$ cat config.mk
export PLATFORM = sky130hd
export DESIGN_NAME = ordered_list_engine_unit
export DESIGN_NICKNAME = d
export VERILOG_FILES = /design/src/rtl/ole_pkg.sv /design/src/rtl/ole_ram.sv /design/src/rtl/ole_ctrl.sv /design/src/rtl/ole_dp.sv /design/src/rtl/ordered_list_engine_unit.sv
export SDC_FILE = /design/constraint.sdc
export NUM_CORES = 1
export LEC_CHECK = 0
export BUFFER_PORTS_ARGS = -buffer_cell sky130_fd_sc_hd__buf_2
export CORE_AREA = 4 4 334 336
export CTS_CLUSTER_SIZE = 14
export DETAILED_ROUTE_END_ITERATION = 10
export DIE_AREA = 0 0 338 340
export PLACE_DENSITY = 0.51
export SLEW_MARGIN = 20
export SYNTH_ARGS = -nofsm -noshare
export SYNTH_HDL_FRONTEND = slang
export SYNTH_SLANG_ARGS = --single-unit
$ cat constraint.sdc
create_clock -name clk -period 8.7 [get_ports clk]
set_input_delay 1.305 -clock clk [delete_from_list [all_inputs] [get_ports clk]]
set_output_delay 1.305 -clock clk [all_outputs]
set_load 0.02 [all_outputs]
$ cat src/rtl/ole_pkg.sv
// Shared types and codes for the ordered list engine.
package ole_pkg;

  // Request kinds
  localparam logic [2:0] REQ_INSERT  = 3'd0;
  localparam logic [2:0] REQ_REMOVE  = 3'd1;
  localparam logic [2:0] REQ_SEARCH  = 3'd2;
  localparam logic [2:0] REQ_REVERSE = 3'd3;
  localparam logic [2:0] REQ_REPLACE = 3'd4;

  // Result status codes
  localparam logic [1:0] STAT_DONE  = 2'd0;
  localparam logic [1:0] STAT_FULL  = 2'd1;
  localparam logic [1:0] STAT_EMPTY = 2'd2;

  typedef struct packed {
    logic [2:0]         req_type;
    logic [3:0]         list_pos;
    logic signed [31:0] item_value;
  } ole_req_t;

  typedef struct packed {
    logic [1:0] status;
    logic       found;
    logic [3:0] found_index;
    logic [4:0] list_length;
  } ole_rsp_t;

  typedef enum logic [3:0] {
    ST_IDLE,
    ST_DISPATCH,
    ST_SHIFT_UP,
    ST_PUT,
    ST_SHIFT_DN,
    ST_SCAN,
    ST_REPL,
    ST_SWAP_RD,
    ST_SWAP_A,
    ST_SWAP_B,
    ST_DONE
  } ole_state_t;

  typedef enum logic [3:0] {
    OP_NONE,
    OP_LOAD,
    OP_SETUP,
    OP_UP,
    OP_PUT,
    OP_DN,
    OP_SCAN,
    OP_REP,
    OP_SWAP_RD,
    OP_SWAP_A,
    OP_SWAP_B
  } ole_op_t;

  // Controller to datapath
  typedef struct packed {
    ole_op_t op;
    logic    out_load;
  } ole_cmd_t;

  // Datapath to controller
  typedef struct packed {
    logic [2:0] req_type;
    logic       st_nz;
    logic       multi;
    logic       up_more;
    logic       dn_more;
    logic       scan_end;
    logic       swap_more;
  } ole_stat_t;

endpackage

$ cat src/rtl/ole_ram.sv
// Generic RAM: one write port, two read ports with registered read data.
module ole_ram #(
  parameter int WIDTH = 32,
  parameter int DEPTH = 16
) (
  input  logic                     clk,
  input  logic                     we,
  input  logic [$clog2(DEPTH)-1:0] waddr,
  input  logic [WIDTH-1:0]         wdata,
  input  logic [$clog2(DEPTH)-1:0] raddr_a,
  input  logic [$clog2(DEPTH)-1:0] raddr_b,
  output logic [WIDTH-1:0]         rdata_a,
  output logic [WIDTH-1:0]         rdata_b
);

  logic [WIDTH-1:0] mem [DEPTH];

  // Write and register both reads
  always_ff @(posedge clk) begin
    if (we) begin
      mem[waddr] <= wdata;
    end
    rdata_a <= mem[raddr_a];
    rdata_b <= mem[raddr_b];
  end

endmodule

$ cat src/rtl/ole_ctrl.sv
// Controller state machine for the ordered list engine.
module ole_ctrl (
  input  logic              clk,
  input  logic              rst,
  input  logic              req_valid,
  output logic              req_stall,
  output logic              rsp_valid,
  input  logic              rsp_stall,
  input  ole_pkg::ole_stat_t stat,
  output ole_pkg::ole_cmd_t  cmd
);

  ole_pkg::ole_state_t state, state_next;
  logic                out_free;

  assign out_free  = !rsp_valid || !rsp_stall;
  assign req_stall = (state != ole_pkg::ST_IDLE);

  // Hold state
  always_ff @(posedge clk) begin
    if (rst) begin
      state <= ole_pkg::ST_IDLE;
    end else begin
      state <= state_next;
    end
  end

  // Hold the result valid until taken
  always_ff @(posedge clk) begin
    if (rst) begin
      rsp_valid <= 1'b0;
    end else if (cmd.out_load) begin
      rsp_valid <= 1'b1;
    end else if (!rsp_stall) begin
      rsp_valid <= 1'b0;
    end
  end

  // Next state
  always_comb begin
    state_next = state;
    case (state)
      ole_pkg::ST_IDLE: begin
        if (req_valid) state_next = ole_pkg::ST_DISPATCH;
      end
      ole_pkg::ST_DISPATCH: begin
        case (stat.req_type)
          ole_pkg::REQ_INSERT:
            state_next = stat.st_nz ? ole_pkg::ST_DONE : ole_pkg::ST_SHIFT_UP;
          ole_pkg::REQ_REMOVE:
            state_next = stat.st_nz ? ole_pkg::ST_DONE : ole_pkg::ST_SHIFT_DN;
          ole_pkg::REQ_SEARCH:
            state_next = ole_pkg::ST_SCAN;
          ole_pkg::REQ_REVERSE:
            state_next = stat.multi ? ole_pkg::ST_SWAP_RD : ole_pkg::ST_DONE;
          ole_pkg::REQ_REPLACE:
            state_next = stat.st_nz ? ole_pkg::ST_DONE : ole_pkg::ST_REPL;
          default:
            state_next = ole_pkg::ST_DONE;
        endcase
      end
      ole_pkg::ST_SHIFT_UP: begin
        if (!stat.up_more) state_next = ole_pkg::ST_PUT;
      end
      ole_pkg::ST_PUT:      state_next = ole_pkg::ST_DONE;
      ole_pkg::ST_SHIFT_DN: begin
        if (!stat.dn_more) state_next = ole_pkg::ST_DONE;
      end
      ole_pkg::ST_SCAN: begin
        if (stat.scan_end) state_next = ole_pkg::ST_DONE;
      end
      ole_pkg::ST_REPL:     state_next = ole_pkg::ST_DONE;
      ole_pkg::ST_SWAP_RD:  state_next = ole_pkg::ST_SWAP_A;
      ole_pkg::ST_SWAP_A:   state_next = ole_pkg::ST_SWAP_B;
      ole_pkg::ST_SWAP_B: begin
        state_next = stat.swap_more ? ole_pkg::ST_SWAP_A : ole_pkg::ST_DONE;
      end
      ole_pkg::ST_DONE: begin
        if (out_free) state_next = ole_pkg::ST_IDLE;
      end
      default: state_next = ole_pkg::ST_IDLE;
    endcase
  end

  // Datapath commands
  always_comb begin
    cmd.op       = ole_pkg::OP_NONE;
    cmd.out_load = 1'b0;
    case (state)
      ole_pkg::ST_IDLE:     cmd.op = req_valid ? ole_pkg::OP_LOAD : ole_pkg::OP_NONE;
      ole_pkg::ST_DISPATCH: cmd.op = ole_pkg::OP_SETUP;
      ole_pkg::ST_SHIFT_UP: cmd.op = ole_pkg::OP_UP;
      ole_pkg::ST_PUT:      cmd.op = ole_pkg::OP_PUT;
      ole_pkg::ST_SHIFT_DN: cmd.op = ole_pkg::OP_DN;
      ole_pkg::ST_SCAN:     cmd.op = ole_pkg::OP_SCAN;
      ole_pkg::ST_REPL:     cmd.op = ole_pkg::OP_REP;
      ole_pkg::ST_SWAP_RD:  cmd.op = ole_pkg::OP_SWAP_RD;
      ole_pkg::ST_SWAP_A:   cmd.op = ole_pkg::OP_SWAP_A;
      ole_pkg::ST_SWAP_B:   cmd.op = ole_pkg::OP_SWAP_B;
      ole_pkg::ST_DONE:     cmd.out_load = out_free;
      default:              cmd.op = ole_pkg::OP_NONE;
    endcase
  end

endmodule

$ cat src/rtl/ole_dp.sv
// Datapath for the ordered list engine: entry RAM, cursors, count, result register.
module ole_dp #(
  parameter int DEPTH = 16
) (
  input  logic               clk,
  input  logic               rst,
  input  ole_pkg::ole_req_t  req,
  input  ole_pkg::ole_cmd_t  cmd,
  output ole_pkg::ole_stat_t stat,
  output ole_pkg::ole_rsp_t  rsp
);

  localparam int CW = $clog2(DEPTH + 1);
  localparam int AW = $clog2(DEPTH);
  localparam int LW = (CW > 4) ? CW : 4;

  // Latched request
  logic [2:0]    r_type;
  logic [3:0]    r_pos;
  logic [31:0]   r_val;

  // Working registers
  logic [CW-1:0] count;
  logic [CW-1:0] at;
  logic [CW-1:0] cur;
  logic [AW-1:0] lo;
  logic [AW-1:0] hi;
  logic          pend;
  logic [AW-1:0] pend_addr;
  logic [31:0]   hold;
  logic          found;
  logic [AW-1:0] fidx;
  logic [1:0]    st;

  // RAM ports
  logic          we;
  logic [AW-1:0] waddr;
  logic [31:0]   wdata;
  logic [AW-1:0] raddr_a;
  logic [AW-1:0] raddr_b;
  logic [31:0]   rdata_a;
  logic [31:0]   rdata_b;

  // Setup values
  logic [LW-1:0] pos_l;
  logic [LW-1:0] n_l;
  logic [LW-1:0] nm1_l;
  logic [CW-1:0] at_calc;
  logic [1:0]    st_calc;
  logic          scan_more;
  logic          match;

  ole_ram #(
    .WIDTH (32),
    .DEPTH (DEPTH)
  ) u_ram (
    .clk     (clk),
    .we      (we),
    .waddr   (waddr),
    .wdata   (wdata),
    .raddr_a (raddr_a),
    .raddr_b (raddr_b),
    .rdata_a (rdata_a),
    .rdata_b (rdata_b)
  );

  // Clamp position and pick status for the latched request
  always_comb begin
    pos_l   = LW'(r_pos);
    n_l     = LW'(count);
    nm1_l   = n_l - LW'(1);
    at_calc = '0;
    st_calc = ole_pkg::STAT_DONE;
    case (r_type)
      ole_pkg::REQ_INSERT: begin
        at_calc = CW'((pos_l < n_l) ? pos_l : n_l);
        if (count == CW'(DEPTH)) begin
          st_calc = ole_pkg::STAT_FULL;
        end else if (count == '0 && r_pos != 4'd0) begin
          st_calc = ole_pkg::STAT_EMPTY;
        end
      end
      ole_pkg::REQ_REMOVE, ole_pkg::REQ_REPLACE: begin
        at_calc = CW'((pos_l < nm1_l) ? pos_l : nm1_l);
        if (count == '0) st_calc = ole_pkg::STAT_EMPTY;
      end
      default: begin
        at_calc = '0;
        st_calc = ole_pkg::STAT_DONE;
      end
    endcase
  end

  assign scan_more = (cur < count);
  assign match     = pend && (rdata_a == r_val);

  // Status to controller
  always_comb begin
    stat.req_type  = r_type;
    stat.st_nz     = (st_calc != ole_pkg::STAT_DONE);
    stat.multi     = (count > CW'(1));
    stat.up_more   = (cur > at);
    stat.dn_more   = (cur < count);
    stat.scan_end  = match || (!scan_more && !pend);
    stat.swap_more = ({1'b0, lo} + (AW + 1)'(2)) < {1'b0, hi};
  end

  // RAM addressing per command
  always_comb begin
    we      = 1'b0;
    waddr   = pend_addr;
    wdata   = rdata_a;
    raddr_a = AW'(cur);
    raddr_b = hi;
    case (cmd.op)
      ole_pkg::OP_UP: begin
        we      = pend;
        raddr_a = AW'(cur - CW'(1));
      end
      ole_pkg::OP_DN: begin
        we = pend;
      end
      ole_pkg::OP_PUT, ole_pkg::OP_REP: begin
        we    = 1'b1;
        waddr = AW'(at);
        wdata = r_val;
      end
      ole_pkg::OP_SWAP_RD: begin
        raddr_a = lo;
        raddr_b = hi;
      end
      ole_pkg::OP_SWAP_A: begin
        we    = 1'b1;
        waddr = lo;
        wdata = rdata_b;
      end
      ole_pkg::OP_SWAP_B: begin
        we      = 1'b1;
        waddr   = hi;
        wdata   = hold;
        raddr_a = lo + AW'(1);
        raddr_b = hi - AW'(1);
      end
      default: begin
        we = 1'b0;
      end
    endcase
  end

  // Control registers: count and pending-write flag
  always_ff @(posedge clk) begin
    if (rst) begin
      count <= '0;
      pend  <= 1'b0;
    end else begin
      case (cmd.op)
        ole_pkg::OP_SETUP: pend <= 1'b0;
        ole_pkg::OP_UP:    pend <= (cur > at);
        ole_pkg::OP_PUT:   count <= count + CW'(1);
        ole_pkg::OP_DN: begin
          pend <= (cur < count);
          if (!(cur < count)) count <= count - CW'(1);
        end
        ole_pkg::OP_SCAN:  pend <= scan_more;
        default:           pend <= pend;
      endcase
    end
  end

  // Payload registers: request, cursors, search result
  always_ff @(posedge clk) begin
    case (cmd.op)
      ole_pkg::OP_LOAD: begin
        r_type <= req.req_type;
        r_pos  <= req.list_pos;
        r_val  <= req.item_value;
      end
      ole_pkg::OP_SETUP: begin
        st    <= st_calc;
        at    <= at_calc;
        lo    <= '0;
        hi    <= AW'(count - CW'(1));
        found <= 1'b0;
        fidx  <= '0;
        if (r_type == ole_pkg::REQ_INSERT) begin
          cur <= count;
        end else if (r_type == ole_pkg::REQ_REMOVE) begin
          cur <= at_calc + CW'(1);
        end else begin
          cur <= '0;
        end
      end
      ole_pkg::OP_UP: begin
        if (cur > at) begin
          pend_addr <= AW'(cur);
          cur       <= cur - CW'(1);
        end
      end
      ole_pkg::OP_DN: begin
        if (cur < count) begin
          pend_addr <= AW'(cur - CW'(1));
          cur       <= cur + CW'(1);
        end
      end
      ole_pkg::OP_SCAN: begin
        if (match) begin
          found <= 1'b1;
          fidx  <= pend_addr;
        end
        if (scan_more) begin
          pend_addr <= AW'(cur);
          cur       <= cur + CW'(1);
        end
      end
      ole_pkg::OP_SWAP_A: hold <= rdata_a;
      ole_pkg::OP_SWAP_B: begin
        lo <= lo + AW'(1);
        hi <= hi - AW'(1);
      end
      default: hold <= hold;
    endcase
  end

  // Result register
  always_ff @(posedge clk) begin
    if (cmd.out_load) begin
      rsp.status      <= st;
      rsp.found       <= found;
      rsp.found_index <= 4'(fidx);
      rsp.list_length <= 5'(count);
    end
  end

endmodule

$ cat src/rtl/ordered_list_engine_unit.sv
// Top level of the ordered list engine.
//
// Keeps an ordered list of up to DEPTH signed 32-bit values, empty after
// reset, and answers each insert, remove, search, reverse or replace request
// with one result. Requests are handled one at a time. Shifts and searches
// move one entry per cycle through the entry RAM; reverse swaps the entries
// pair by pair, writing the low entry and then the high one through the
// single write port and reading both with the two read ports. A finished
// result sits in an output register, so the next request is taken while
// the previous result waits.
module ordered_list_engine_unit #(
  parameter int DEPTH = 16
) (
  input  logic              clk,
  input  logic              rst,
  input  logic              req_valid,
  output logic              req_stall,
  input  ole_pkg::ole_req_t req,
  output logic              rsp_valid,
  input  logic              rsp_stall,
  output ole_pkg::ole_rsp_t rsp
);

  ole_pkg::ole_cmd_t  cmd;
  ole_pkg::ole_stat_t stat;

  ole_ctrl u_ctrl (
    .clk       (clk),
    .rst       (rst),
    .req_valid (req_valid),
    .req_stall (req_stall),
    .rsp_valid (rsp_valid),
    .rsp_stall (rsp_stall),
    .stat      (stat),
    .cmd       (cmd)
  );

  ole_dp #(
    .DEPTH (DEPTH)
  ) u_dp (
    .clk  (clk),
    .rst  (rst),
    .req  (req),
    .cmd  (cmd),
    .stat (stat),
    .rsp  (rsp)
  );

endmodule
* Yosys cells after proc, flatten, opt, wreduce, memory -nomap -nowiden *
Memory sizes are Yosys's and may differ from the RTL's. A register that Yosys moved wholly into a read port is not among the register bits.
Cells that the tools add are included.
Widths: inputs -> output; s select.

word-level totals
  flip-flop bits (word level) = 123
  word-level logic and storage cells = 153
  bits in read-only memories = 0
  memories = 1
  memory bits (writable) = 512
  bits in latches = 0

memories
  name            depth  bits a word  read ports  clocked after memory_dff  wr ports  line           RTL
  u_dp.u_ram.mem  16     32           2           2                         1         ole_ram.sv:16  logic [WIDTH-1:0] mem [DEPTH];

operators by class
  shift-type cells = 0
  equal/unequal tests = 38
  bitwise gates (word level) = 0
  order comparisons = 6
  multiply operators = 0
  multiplexer cells = 49
  div/mod/pow operators = 0
  reductions and logical operators = 31
  add/sub/neg operators = 8

operators by type and width
  cell                 number
  $pmux 32 s3          1
  $pmux 4 s10          2
  $mux 4               14
  $pmux 4 s3           3
  $mux 5               7
  $eq 32x32->1         1
  $eq 4x3->1 const B   8
  $eq 4x4->1 const B   6
  $pmux 4 s2           3
  $pmux 4 s5           1
  $pmux 5 s2           2
  $eq 4x2->1 const B   4
  $add 5x1->5 const B  3
  $pmux 5 s3           1
  $ne 2x1->1 const B   6
  $ne 2x2->1 const B   6
  $lt 4x5->1           2
  $reduce_or 2->1      5
  $sub 5x1->5 const B  2
  $eq 4x1->1 const B   2
  $mux 2               4
  $reduce_bool 2->1    4
  $reduce_bool 4->1    2
  $mux 1               7
  26 further kinds     36

* Depth between registers and ports, before layout *
Gate-level depths: netlist (run 1).

  word-level depth = 9
  depth in mapped cells = 16

* Hierarchy *
A second synthesis (run 1) with hierarchy kept.

second synthesis, totals
  cell total of the unflattened synthesis = 1,789
  area, all modules = 31,237.5 um^2

by module, submodules not included
  module    seq. area each (um^2)  times used  cells each  area each (um^2)
  ole_ram   16,656.0               1           1,141       24,203.2
  ole_dp    3,483.3                1           578         6,536.3
  ole_ctrl  100.1                  1           70          498.0

* Worst setup path after synthesis (run 1) *
OpenSTA, ideal clock, no wires.

  path type = reg-to-reg
  start = register u_ctrl.state[0]
  end = memory u_dp.u_ram.mem[5][0] (enable)
  data arrival time = 3.444 ns
  slack = 4.835 ns
  cell stages (with the launch flop) = 9
  library setup time = 0.421 ns
  data required time = 8.279 ns
  cell sequence = dfxtp_1 -> buf_2 -> clkbuf_1 -> buf_1 -> mux2i_1 -> nor2_1 -> a221o_1 -> or3_1 -> nor2_1

on the way
  longest elaborated chain between the ends = 7

ends and longest elaborated chain
  what                                                                 line            RTL
  start, declared                                                      ole_ctrl.sv:13  ole_pkg::ole_state_t state, state_next;
  start signal, assigned                                               ole_ctrl.sv:22  state <= ole_pkg::ST_IDLE;
  start signal, assigned                                               ole_ctrl.sv:24  state <= state_next;
  $eq 4x4->1, or another cell as far along                             ole_ctrl.sv:89  case (state)
  $pmux 4 s10 *                                                        ole_ctrl.sv:89
  $eq 4x3->1, or another cell as far along                             ole_dp.sv:115   case (cmd.op)
  $reduce_or 4->1 (no line) / $reduce_or 2->1 (equally long branches)  -
  $pmux 1 s2                                                           ole_dp.sv:115
  $mux 1                                                               ole_ram.sv:20   if (we) begin
  $mux 1 (implied by the code)                                         ole_ram.sv:21   mem[waddr] <= wdata;
  end, declared                                                        ole_ram.sv:16

Mark *: on every way between the ends. The rest lies on a longest branch, timed or not.

* Worst setup path in the final report (run 1) *
  start = register u_ctrl.state[3]
  end = register u_dp.u_ram.rdata_a[24] (read register of u_dp.u_ram.mem)

on the way
  longest elaborated chain between the ends = 4

ends and longest elaborated chain
  what                                             line            RTL
  $eq 4x4->1, or another cell as far along         ole_ctrl.sv:89
  $pmux 4 s10 *                                    ole_ctrl.sv:89
  $eq 4x4->1 / $eq 4x2->1 (equally long branches)  ole_dp.sv:115
  $pmux 4 s3 *                                     ole_dp.sv:115
  end, declared                                    ole_ram.sv:12   output logic [WIDTH-1:0] rdata_a,

Marks and branches as above.
A chain may end at the register's enable or synchronous reset.

==> metrics.txt, run 1 <==
WL/cell=just under 30 µm; first drt pass iteration count=6; Setup crit start kind=register; initial antenna violation count=0; vias in the first global route=around 21000; CP Capture Type=register; Finished Cell Area=about 0.037 mm²; Post-Syn Nets=2106; Post-synth ARST share=0%; most frequent cells in the layout=edfxtp_1, mux4_2, and2_1; first-pass GRT wire length=147 mm; Max-slew headroom=24.9%; top_reg_cell synth=edfxtp_1; Mapped Cells=just over 2000; Post-DP HPWL=approximately 53 mm; Pwr per Cell Area=around 430 mW/mm²; clock buffer count from CTS=78; Yosys top cell by area=edfxtp_1; Clock Tree Root=clkbuf_16; Post-CTS Resized=0; actual slew at the worst max-slew pin=1.13 ns; syn avg cell area=between 15 and 20 µm²; Crit path arrival time=6.16 ns; top cells by area, synth=edfxtp_1, mux4_2, dfxtp_1; worst-path maximum fanout=43; fin crit share=64.9%; CTS tree=built; top-area cell type share of the netlist area=57.7%; RePlAce Congestion=0.816; commonest non-fill, non-tap cell in the layout=edfxtp_1; Die H=between 300 and 400 µm; Leak=0.0120 µW; initial drt markers=2754; remaining routing DRC violations=0; Ys Warns=0; Worst-path clk slew=0.06 ns; Crit Path Class=reg -> reg; Synth Register Bits=699; count of buffers from port buffering=56; CTS Sinks=699; boundary pin count=57; htree depth=3; die width=338 µm; area of the die=0.115 mm²; Final TNS setup=0 ns; unrepaired setup endpoints after global routing=no; register area share after synthesis=slightly above 60%; fillers=10281; Final Hold Fails=0; Hold-fix buffers, CTS=0; share of layout cells above drive strength 1=24.0%; total power=16100 µW; max cap viols=0; Via Count=between 20000 and 25000; Reg area=0.0202 mm²; worst skew pair latency=roughly 0.64 ns; CP Data Required Time=between 9 and 10 ns; Area Overhead vs Synth=14.1%; core area=0.109 mm²; placed cells=3387; Placed Area=0.0344 mm²; Non-Filler Instances=3530; Routed Antenna Nets=0; VDD IR-drop max=roughly 420 µV; Synth cell types=72; GRT Util Overall=17.6%; post-CTS setup buffers=0; hold slack=0.429 ns; outcome=finished, final reports clean; HP Class=reg -> reg; Rows=between 100 and 150; final setup violation count=0; FMAX=177 MHz; Avg Vias per Cell=5.85; mapped cell area=0.0324 mm²; wirelength, routed=104 mm; fin. max-slew vios=0; largest net degree at the start of global routing=105; Post-synth EDFFs=between 600 and 700; GR Overflow Total=0; post-layout minimum cycle time=5.64 ns; CTS max path bufs=3; initial core utilization=29.9%; Nets=approximately 2100; ant diodes=0; multi-input logic area=0.0117 mm²; clock skew=0.0386 ns
-- state kept, by name (all words and copies together) (netlist names), 4 cells and up --
signal and flops:
u_dp.rsp 12, u_dp.lo 4, u_dp.u_ram.rdata_b 32, u_dp.pend_addr 4, u_dp.hold 32, u_dp.hi 4, u_dp.r_val 32, u_dp.cur 5
u_dp.r_pos 4, u_dp.u_ram.rdata_a 32, u_dp.count 5, u_dp.u_ram.mem 512, u_dp.fidx 4, u_dp.at 5, u_ctrl.state 4
-- synth_stat cells, types with 5 or more instances --
cell      count
nor2_1       83
a221oi_1     98
buf_4        12
a21oi_1      67
nand2_1      46
clkbuf_1     99
xor2_1        8
dfxtp_1      75
o21ai_0      22
a221o_1      35
and2_1      110
ha_1         28
o31ai_1      35
edfxtp_1    624
xnor2_1      39
mux4_2      193
and3_1        5
a31o_2       33
o21a_1        6
o22ai_1       6
nor4_1       37
nand2b_1      8
nand3_1      11
o211ai_1      6
nor3_1       12
mux2i_1     106
a21o_1        5
buf_2        45
buf_6         6
a311oi_1      5
nor2b_1       5
inv_1        27
a222oi_1     32
nand4_1      40
-- routing by layer --
metal | wire length (µm) | vias up | global-route usage, %
met5 | 0 | - | 0
met4 | 3520 | 0 | 5.92
met3 | 9140 | 230 | 3.28
met2 | 46900 | 1140 | 27.2
met1 | 44300 | 10765 | 25.0
li1 | - | 8511 | -
-- critical path, stage by stage (launching register included) --
cell and delay [ns]:
dfxtp_1 0.85, nand4bb_1 0.54, inv_4 0.79, and2_1 0.31
o31a_2 0.52, buf_4 0.71, nand3_4 0.78, a221oi_1 0.58
nor4_1 0.12, a221o_1 0.27
-- final cells by class --
type | count | share of cell area (%)
flip-flops and latches | 699 | 54.7
multi-input cells | 1140 | 31.5
clock buffers | 114 | 6.02
well taps | 1414 | 4.78
repair buffers | 104 | 1.80
clock inverters | 29 | 0.913
inverters | 30 | 0.311
-- power by group --
| group | internal [µW] | switching, µW |
|---|---|---|
| combinational | 2540 | 4670 |
| sequential | 5190 | 404 |
| clock | 1940 | 1360 |
-- through the flow --
step,util [%],setup slack [ns]
global route,34.1,2.75
global placement,31.7,3.28
CTS,34.1,3.12
floorplan,-,4.84
finish,34.1,3.06
detailed placement,31.7,3.15
-- cell families (layout without fill, tap and decap cells) --
| family | after synthesis | in the layout | share of synthesized area, % |
|---|---|---|---|
| buffers and inverters | 196 | 277 | 2.73 |
| multiplexers | 299 | 299 | 16.7 |
| flip-flops | 699 | 699 | 62.4 |
| AND/OR/NAND/NOR | 379 | 379 | 6.38 |
| other | 1 | 1 | 0.0116 |
| adder cells (fa/ha/maj) | 29 | 29 | 1.11 |
| AO/OA/AOI/OAI | 384 | 384 | 9.41 |
| XOR/XNOR | 48 | 48 | 1.32 |
-- path summary, 6_finish.rpt --
check / startpoint / end / slack, ns / depth (start not counted)
setup / recovery: u_ctrl.state[3] / u_dp.u_ram.rdata_a[24] / 3.06 / 9
hold / removal: u_dp.st[0] / u_dp.rsp[10] / 0.43 / 0
setup reg to reg: u_ctrl.state[3] / u_dp.u_ram.rdata_a[24] / 3.06 / 9
hold reg to reg: u_dp.st[0] / u_dp.rsp[10] / 0.43 / 0
No activity file was read; power rests on OpenSTA's default activity.
==> run 2: changes to the inputs <==
ABC_AREA = 1   (was default)
CORE_AREA = 4 4 340 342   (was 4 4 334 336)
DIE_AREA = 0 0 344 346   (was 0 0 338 340)
clock period = 5.2 ns   (was 8.7 ns; I/O delays follow)
==> run 2 against run 1 <==
Clock power grew 72%. Fmax grew 54%. Critical path depth grew 4. Hold slack lost 0.10 ns. Wire length grew 5.1%. Register-to-register slack lost 1.5 ns.
==> metrics.txt, run 2 <==
Die H=346 µm; share of layout cells above drive strength 1=under 10%; fin util=about a third; max cap viols=0; Rows=around 120; CP Cell Sequence=inv_2 -> nor2_4 -> nand2_4 -> inv_2 -> nand2_1 -> nand2_4 -> buf_4 -> buf_4 -> o211ai_1 -> nand3_1 -> nand2_1 -> a31oi_1 -> a31oi_1; Non-Filler Instances=4875; top-area cell type share of the netlist area=55.9%; clock buffer count from CTS=77; mapped cell area=roughly 0.034 mm²; Nets=about 3400; post-layout minimum cycle time=about 3.7 ns; top cells by count, synth=nand2_1, edfxtp_1, o211ai_1, inv_1, nand3_1; WL/cell=22.4 µm; post-CTS setup buffers=0; core area=0.112 mm²; Setup crit start kind=register; CTS Sinks=699; slowest CP cell=inv_2; initial core utilization=approximately 30%; wirelength, routed=109 mm; first drt pass iteration count=6; Max-slew headroom=approximately a fifth; top-count cell post-synth=nand2_1; htree depth=3; Yosys top cell by area=edfxtp_1; Critical Path Max Stage Delay=0.57 ns; placed cells=4732; Synth Register Bits=699; Worst-path clk slew=0.06 ns; Post-synth ARST share=0%; CP Data Required Time=5.64 ns; CP Capture Type=register; RePlAce Congestion=0.866; total power=24800 µW; HP Class=in -> reg; die width=344 µm; worst-path maximum fanout=41; fin. max-slew vios=0; register area share after synthesis=60.4%; clock skew=0.0285 ns; most frequent cells in the layout=nand2_1, edfxtp_1, o211ai_1; outcome=finished, final reports clean; worst skew pair latency=0.63 ns; Routed Antenna Nets=0; actual slew at the worst max-slew pin=1.22 ns; Hold-fix buffers, CTS=0; CTS max path bufs=3; Final Hold Fails=0; Mapped Cells=3343; FMAX=272 MHz; Post-DP HPWL=58.6 mm; Final TNS setup=0 ns; unrepaired setup endpoints after global routing=no; Crit Path Class=reg -> reg; fin crit share=70.7%; Post-CTS Resized=0; Leak=0.0137 µW; Crit path arrival time=just over 4 ns; GR Overflow Total=0; Post-synth EDFFs=624; Area Overhead vs Synth=14.2%; area of the die=0.119 mm²; initial antenna violation count=2; Clock Tree Root=clkbuf_16; Pwr per Cell Area=647 mW/mm²; Synth cell types=45; Via Count=25738; commonest non-fill, non-tap cell in the layout=nand2_1; GRT Util Overall=17.8%; CTS tree=built; count of buffers from port buffering=56; Avg Vias per Cell=5.28; vias in the first global route=24005; first-pass GRT wire length=roughly 160 mm; top_reg_cell synth=edfxtp_1; boundary pin count=57; largest net degree at the start of global routing=about 140; top cells by area, synth=edfxtp_1, o211ai_1, nand2_1; max reg flops=512; Post-Syn Nets=3414; syn avg cell area=approximately 10 µm²; remaining routing DRC violations=0; ant diodes=0; Ys Warns=0; initial drt markers=2735; VDD IR-drop max=between 800 and 900 µV; final setup violation count=0; Biggest register=u_dp.u_ram.mem
## run 2: cell types whose count changed in the layout (fill, tap and decap cells not counted), sizes merged, moves of 56 or more
| cell | delta |
|---|---|
| a31oi | +56 |
| nand3 | +304 |
| a221oi | -100 |
| mux2i | -106 |
| o21ai | +128 |
| o211ai | +432 |
| and2 | -110 |
| mux4 | -193 |
| nand2 | +784 |
| inv | +298 |
## run 2: cells by family (layout without fill, tap and decap cells)
| family | after synthesis | after routing | share of synthesized area, % |
|---|---|---|---|
| and+or+nand+nor | 1262 | 1262 | 15.8 |
| AOI/OAI and AO/OA | 772 | 772 | 15.5 |
| DFF | 699 | 699 | 60.4 |
| buffers and inverters | 559 | 591 | 6.73 |
| adders and majority gates | 28 | 28 | 1.05 |
| xor gates and xnor gates | 22 | 22 | 0.575 |
| other | 1 | 1 | 0.0112 |
## run 2: power by group
part	switching, µW	internal [µW]
combinational	7600	2760
clock	2280	3380
sequential	568	8210
## run 2: final timing paths
check	startpoint	end	slack (ns)	depth (start not counted)
max	u_ctrl.state[3]	u_dp.u_ram.rdata_b[14]	1.52	13
min	req[23]	u_dp.r_val[23]	0.32	1
max reg2reg	u_ctrl.state[3]	u_dp.u_ram.rdata_b[14]	1.52	13
min reg2reg	u_dp.fidx[0]	u_dp.rsp[5]	0.42	0
## run 2: critical path, delay by kind of cell, from the launching register on
family / cells / cell delay [ns]
buffers and inverters: 4 / 1.68
AND/OR/NAND/NOR: 6 / 0.89
flip-flops: 1 / 0.46
AO/OA/AOI/OAI: 3 / 0.41
## run 2: area by class of cell
class	instances	area [µm²]
Fill cell	11299	74000
Sequential cell	699	20200
Multi-Input combinational cell	2085	11300
Clock buffer	107	2260
Tap cell	1500	1880
Inverter	328	1240
Timing Repair Buffer	120	998
Clock inverter	36	372
## run 2: metal layers
metal  up-vias  global-route usage (%)  share of wire [%]
met4         0                    5.28                2.5
met2      1014                    27.9                 45
met3       181                    2.43                7.0
met1     12620                    25.7                 45
li1      11923                       -                  -
met5         -                       0                  0
## run 2: metrics by stage
step                setup WS, ns  area [µm²]  hold slack, ns
floorplan                  0.568       33500           0.400
global placement            1.66       35600           0.407
detailed placement          1.51       35600           0.405
CTS                         1.50       38300           0.290
global route                1.24       38300           0.297
finish                      1.52       38300           0.325
